File: src/hdl/cpr_pkg.sv
// Shared types, constants and mode codes for the cuff pressure regulator.
`timescale 1ns / 1ps
`default_nettype none

package cpr_pkg;

    localparam int PRESSURE_BITS = 12;
    localparam int GAIN_BITS     = 8;
    localparam int DUTY_BITS     = 12;
    localparam int MODE_BITS     = 2;
    localparam int CFG_IDX_BITS  = 1;
    localparam int CFG_DATA_BITS = 12;
    // pressure difference plus headroom for the +1.0 and +-2.0 offsets
    localparam int ERR_BITS      = PRESSURE_BITS + 2;
    localparam int PROD_BITS     = GAIN_BITS + 1 + ERR_BITS;
    localparam int TOTAL_BITS    = DUTY_BITS + 8 + 4;

    localparam logic [DUTY_BITS-1:0] PWM_TOP    = DUTY_BITS'(3999);
    localparam logic [DUTY_BITS-1:0] DUTY_START = DUTY_BITS'(3999 / 2);

    localparam logic signed [ERR_BITS-1:0] ONE_UNIT   = ERR_BITS'(16);
    localparam logic signed [ERR_BITS-1:0] BAND_UNITS = ERR_BITS'(32);

    localparam logic [PRESSURE_BITS-1:0] TARGET_RST = PRESSURE_BITS'(976);
    localparam logic [GAIN_BITS-1:0]     GAIN_RST   = GAIN_BITS'(24);

    localparam logic [CFG_IDX_BITS-1:0] CFG_TARGET = CFG_IDX_BITS'(0);
    localparam logic [CFG_IDX_BITS-1:0] CFG_GAIN   = CFG_IDX_BITS'(1);

    localparam logic [MODE_BITS-1:0] MODE_ENTRY   = 2'd0;
    localparam logic [MODE_BITS-1:0] MODE_INFLATE = 2'd1;
    localparam logic [MODE_BITS-1:0] MODE_VENT    = 2'd2;
    localparam logic [MODE_BITS-1:0] MODE_HOLD    = 2'd3;

    typedef struct packed {
        logic [MODE_BITS-1:0] mode;
        logic                 low_flag;
        logic [DUTY_BITS-1:0] duty;
        logic [DUTY_BITS-1:0] pwm;
        logic                 valve;
    } t_state;

endpackage

`default_nettype wire

File: src/hdl/cpr_duty.sv
// Incremental proportional duty update with clamping to 0..PWM_TOP.
`timescale 1ns / 1ps
`default_nettype none

module cpr_duty
    import cpr_pkg::*;
(
    input  wire logic [DUTY_BITS-1:0]     i_duty,
    input  wire logic [GAIN_BITS-1:0]     i_gain,
    input  wire logic [PRESSURE_BITS-1:0] i_pressure,
    input  wire logic [PRESSURE_BITS-1:0] i_target,
    output      logic [DUTY_BITS-1:0]     o_duty
);

    logic signed [ERR_BITS-1:0]   err;
    logic signed [PROD_BITS-1:0]  prod;
    logic signed [TOTAL_BITS-1:0] total;
    logic [TOTAL_BITS-9:0]        shifted;

    always_comb begin
        err   = $signed({2'b00, i_target}) + ONE_UNIT
              - $signed({2'b00, i_pressure});
        // Q4.4 gain times signed Q10.4 error gives signed Q15.8
        prod  = $signed({1'b0, i_gain}) * err;
        total = $signed({4'b0000, i_duty, 8'h00})
              + TOTAL_BITS'(prod);
        shifted = total[TOTAL_BITS-1:8];
        if (total[TOTAL_BITS-1]) begin
            o_duty = '0;
        end else if (shifted > (TOTAL_BITS-8)'(PWM_TOP)) begin
            o_duty = PWM_TOP;
        end else begin
            o_duty = shifted[DUTY_BITS-1:0];
        end
    end

endmodule

`default_nettype wire

File: src/hdl/cpr_ctrl.sv
// Mode machine with hysteresis band: next state from one pressure sample.
`timescale 1ns / 1ps
`default_nettype none

module cpr_ctrl
    import cpr_pkg::*;
(
    input  wire logic [PRESSURE_BITS-1:0] i_pressure,
    input  wire logic [PRESSURE_BITS-1:0] i_target,
    input  wire logic [GAIN_BITS-1:0]     i_gain,
    input  wire t_state                   i_state,
    output      t_state                   o_state
);

    logic [DUTY_BITS-1:0]       duty_upd;
    logic signed [ERR_BITS-1:0] ps;
    logic signed [ERR_BITS-1:0] ss;
    logic                       at_low;
    logic                       le_one;
    logic                       above_band;
    logic                       in_band;
    logic [MODE_BITS-1:0]       route;
    logic                       low_now;

    cpr_duty u_duty (
        .i_duty     (i_state.duty),
        .i_gain     (i_gain),
        .i_pressure (i_pressure),
        .i_target   (i_target),
        .o_duty     (duty_upd)
    );

    always_comb begin
        ps = $signed({2'b00, i_pressure});
        ss = $signed({2'b00, i_target});
        // signed compares: a band edge below zero is never reached
        at_low     = ps <= ss - BAND_UNITS;
        le_one     = ps <= ss + ONE_UNIT;
        above_band = ps > ss + BAND_UNITS;
        in_band    = (ps >= ss - BAND_UNITS) && !above_band;

        priority if (above_band) begin
            route = MODE_VENT;
        end else if (in_band) begin
            route = MODE_HOLD;
        end else begin
            route = MODE_ENTRY;
        end

        low_now = i_state.low_flag | at_low;
        o_state = i_state;

        unique case (i_state.mode)
            MODE_ENTRY: begin
                o_state.duty = duty_upd;
                if (low_now) begin
                    o_state.duty = DUTY_START;
                    if (le_one) begin
                        o_state.mode     = MODE_INFLATE;
                        o_state.low_flag = 1'b1;
                    end else begin
                        o_state.mode     = route;
                        o_state.low_flag = 1'b0;
                    end
                end else begin
                    o_state.mode = route;
                end
            end
            MODE_INFLATE: begin
                o_state.duty  = duty_upd;
                o_state.valve = 1'b1;
                o_state.pwm   = duty_upd;
                if (!le_one) begin
                    o_state.low_flag = 1'b0;
                    o_state.mode     = route;
                end
            end
            MODE_VENT: begin
                o_state.duty  = duty_upd;
                o_state.valve = 1'b0;
                o_state.pwm   = '0;
                if (!above_band) begin
                    o_state.mode = route;
                end
            end
            MODE_HOLD: begin
                o_state.duty  = '0;
                o_state.pwm   = '0;
                o_state.valve = 1'b0;
                if (!in_band) begin
                    o_state.mode = MODE_ENTRY;
                end
            end
            default: begin
                o_state = i_state;
            end
        endcase
    end

endmodule

`default_nettype wire

File: config.mk
export PLATFORM = sky130hd
export DESIGN_NAME = cpr_ctrl
export DESIGN_NICKNAME = d
export VERILOG_FILES = /design/src/hdl/cpr_pkg.sv /design/src/hdl/cpr_duty.sv /design/src/hdl/cpr_ctrl.sv
export SDC_FILE = /design/constraint.sdc
export NUM_CORES = 1
export LEC_CHECK = 0
export BUFFER_PORTS_ARGS = -buffer_cell sky130_fd_sc_hd__buf_2
export CELL_PAD_IN_SITES_DETAIL_PLACEMENT = 0
export CELL_PAD_IN_SITES_GLOBAL_PLACEMENT = 1
export CORE_MARGIN = 2
export CORE_UTILIZATION = 50
export DETAILED_ROUTE_END_ITERATION = 10
export GPL_TIMING_DRIVEN = 0
export MAX_ROUTING_LAYER = met4
export PLACE_DENSITY = 0.95
export SLEW_MARGIN = 10
export SYNTH_ARGS = -nofsm -noshare
export SYNTH_HDL_FRONTEND = slang
export SYNTH_HIERARCHICAL = 1
export SYNTH_SLANG_ARGS = --single-unit
File: constraint.sdc
create_clock -name vclk -period 24.6
set_clock_uncertainty 0.05 [all_clocks]
set_input_delay 1.23 -clock vclk [all_inputs]
set_output_delay 1.23 -clock vclk [all_outputs]
set_load 0.01 [all_outputs]
==> reports/qor.txt <==
Status - complete, no violations
Initial core utilization - 0.5157
Share of the yosys chip area belonging to registers - 0
Final Max Slew Viols - 0
Post_cts resized - 0
Post-Synthesis Cells - 852
Area of the multi-input gates - 0.006073 mm^2
Crit path DAT - 9.78 ns
Setup crit start kind - primary input
Row count - 42
Dpl cell area - 0.007545 mm^2
DRC - 0
Syn nets - 1121
N_diodes - 0
I/O pin cnt - 88
Synth top area share - 0.3053
Synth Warn # - 6
Vias in the first global route - 6084
Die Y-Extent - 121.3 um
Die X - 121.3 um
DRT Pass-1 Iters - 6
Synth Area in XOR/XNOR - 0.05216
# port buffers - 88
Dpl ws - 13.62 ns
Initial antenna violation count - 0
Synth top area cells - fa_1 31%, ha_1 19%, inv_1 10%, and2_1 4.5%, nand2_1 3.7%
Largest family of logic cells by synthesized area - adder cells
Minimum clock period - 11.06 ns
Fin crit share - 0.4496
Grt ovf - 0
CTS Hold Buffers Added - 0
Worst Setup Slack, final - 13.54 ns
Critical path class - primary input to output pin
# setup viols final - 0
DPL Wire Length - 14570 um
Largest net degree at the start of global routing - 11
Global-route wire length before repair - 28280 um
Final net count - 1211
Netlist cell types - 64
Max-Cap Viols - 0
Syn Area/Cell - 8.080 um^2
RSZ-0062 raised after global routing - false
Sequential cells - 0
Vias per cell - 5.258
Mapped Area - 0.006884 mm^2
Final core utilization - 0.5652
Tightest Pin Transition - 0.9971 ns
Share of layout cells above drive strength 1 - 0.1223
Area grow syn2layout - 9.597%
Initial DRC count - 319
Worst min path class - primary input to output pin
Worst slew margin - 0.3312
CP max stage delay - 0.62 ns
Core area - 0.01335 mm^2
Gp weighted congestion - 0.9111
Required time worst endpoint - 23.32 ns
Clkbuf count - 0
CP most frequent cell - fa_1
Final-report hold violation count - 0
Crit end category - output pin
Vias after detailed routing - 5868
Wire per inst - 14.70 um
Adder-cell share of the synthesized area - 0.4944
Critical-path maximum fanout - 10
# Post-CTS Setup Buffers - 0
Post-route design area - 0.007545 mm^2
Die area - 0.01472 mm^2
Post-synthesis mux area share - 0.01272
Maximum clock rate - 0.09041 GHz
Commonest cells after routing, fill and taps aside - 188 x inv_1, 105 x fa_1, 104 x ha_1
Slowest-stage cell, CP - fa_1
GR Util All Layers - 0.2423
Synth Area in Compound Gates - 0.1205
Simple-Gate Fraction of Synth Area - 0.2025
# fillers - 1316
Commonest non-fill, non-tap cell in the layout - inv_1
TNS Setup - 0 ns
Reg area - 0 um^2
Final ANT Viol Nets - 0
Final WL - 16400 um
Dominant cell type by area after synthesis - fa_1
cells in the mapped netlist, types with 2 or more instances:
master / number
inv_1: 188
fa_1: 105
ha_1: 104
nand2_1: 67
nor2_1: 51
and2_1: 49
a21oi_1: 28
xnor2_1: 25
nand3_1: 20
clkbuf_1: 17
and3_1: 16
xor2_1: 16
nand2b_1: 15
o21ai_0: 13
a22o_1: 12
a21o_1: 10
nor2b_1: 9
nor3_1: 9
a31oi_1: 8
nand4_1: 7
o21ai_1: 7
mux2_2: 6
a21boi_1: 4
and2b_1: 4
or3_1: 4
a211oi_1: 3
a221o_1: 3
buf_2: 3
or2_2: 3
a2111o_1: 2
a211o_1: 2
and4b_1: 2
buf_6: 2
mux2i_1: 2
nor3b_1: 2
o211ai_1: 2
o21a_1: 2
o221ai_1: 2
o22ai_1: 2
or4_1: 2
final timing paths:
| kind | startpoint | to | slack [ns] | cells past startpoint |
|---|---|---|---|---|
| worst max-delay path | i_pressure[1] | o_state[1] | 13.54 | 34 |
| worst min-delay path | i_state[0] | o_state[0] | 2.70 | 3 |
worst max-delay path, delay by kind of cell:
kind	cells	cell delay, ns
fa+ha+maj	9	3.84
compound gates	12	2.82
buf+inv	9	1.06
simple gates	3	0.74
xor+xnor	1	0.09
logic make-up (layout without fill, tap and decap cells):
family                     count (synthesis)  count (layout)
AOI/OAI and AO/OA                        116             116
and+or+nand+nor                          267             267
muxes                                      8               8
adders and majority gates                209             209
xor gates and xnor gates                  41              41
buffers and inverters                    211             299
routing by layer:
metal | vias to the layer above | track usage | part of all wire
li1 | 2908 | - | -
met1 | 2830 | 0.3115 | 0.44
met2 | 108 | 0.4291 | 0.50
met3 | 22 | 0.007519 | 0.027
met4 | 0 | 0.05316 | 0.029
met5 | - | - | 0
cell type report:
class	count	area share
multi-input cells	641	0.8050
repair buffers	88	0.05837
inverters	188	0.09353
plain buffers	23	0.01393
well taps	176	0.02919
metrics by stage:
| step | instances | hold WS [ns] |
|---|---|---|
| 3_5_place_dp | 1116 | 2.702 |
| 4_1_cts | 1116 | 2.708 |
| 3_3_place_gp | 1116 | 2.706 |
| 5_1_grt | 1116 | 2.732 |
| 2_1_floorplan | 852 | 2.543 |
| 6_report | 1116 | 2.705 |
Power is not shown: default switching activity piles up to over one toggle a cycle in this logic, so the estimate is an artifact.
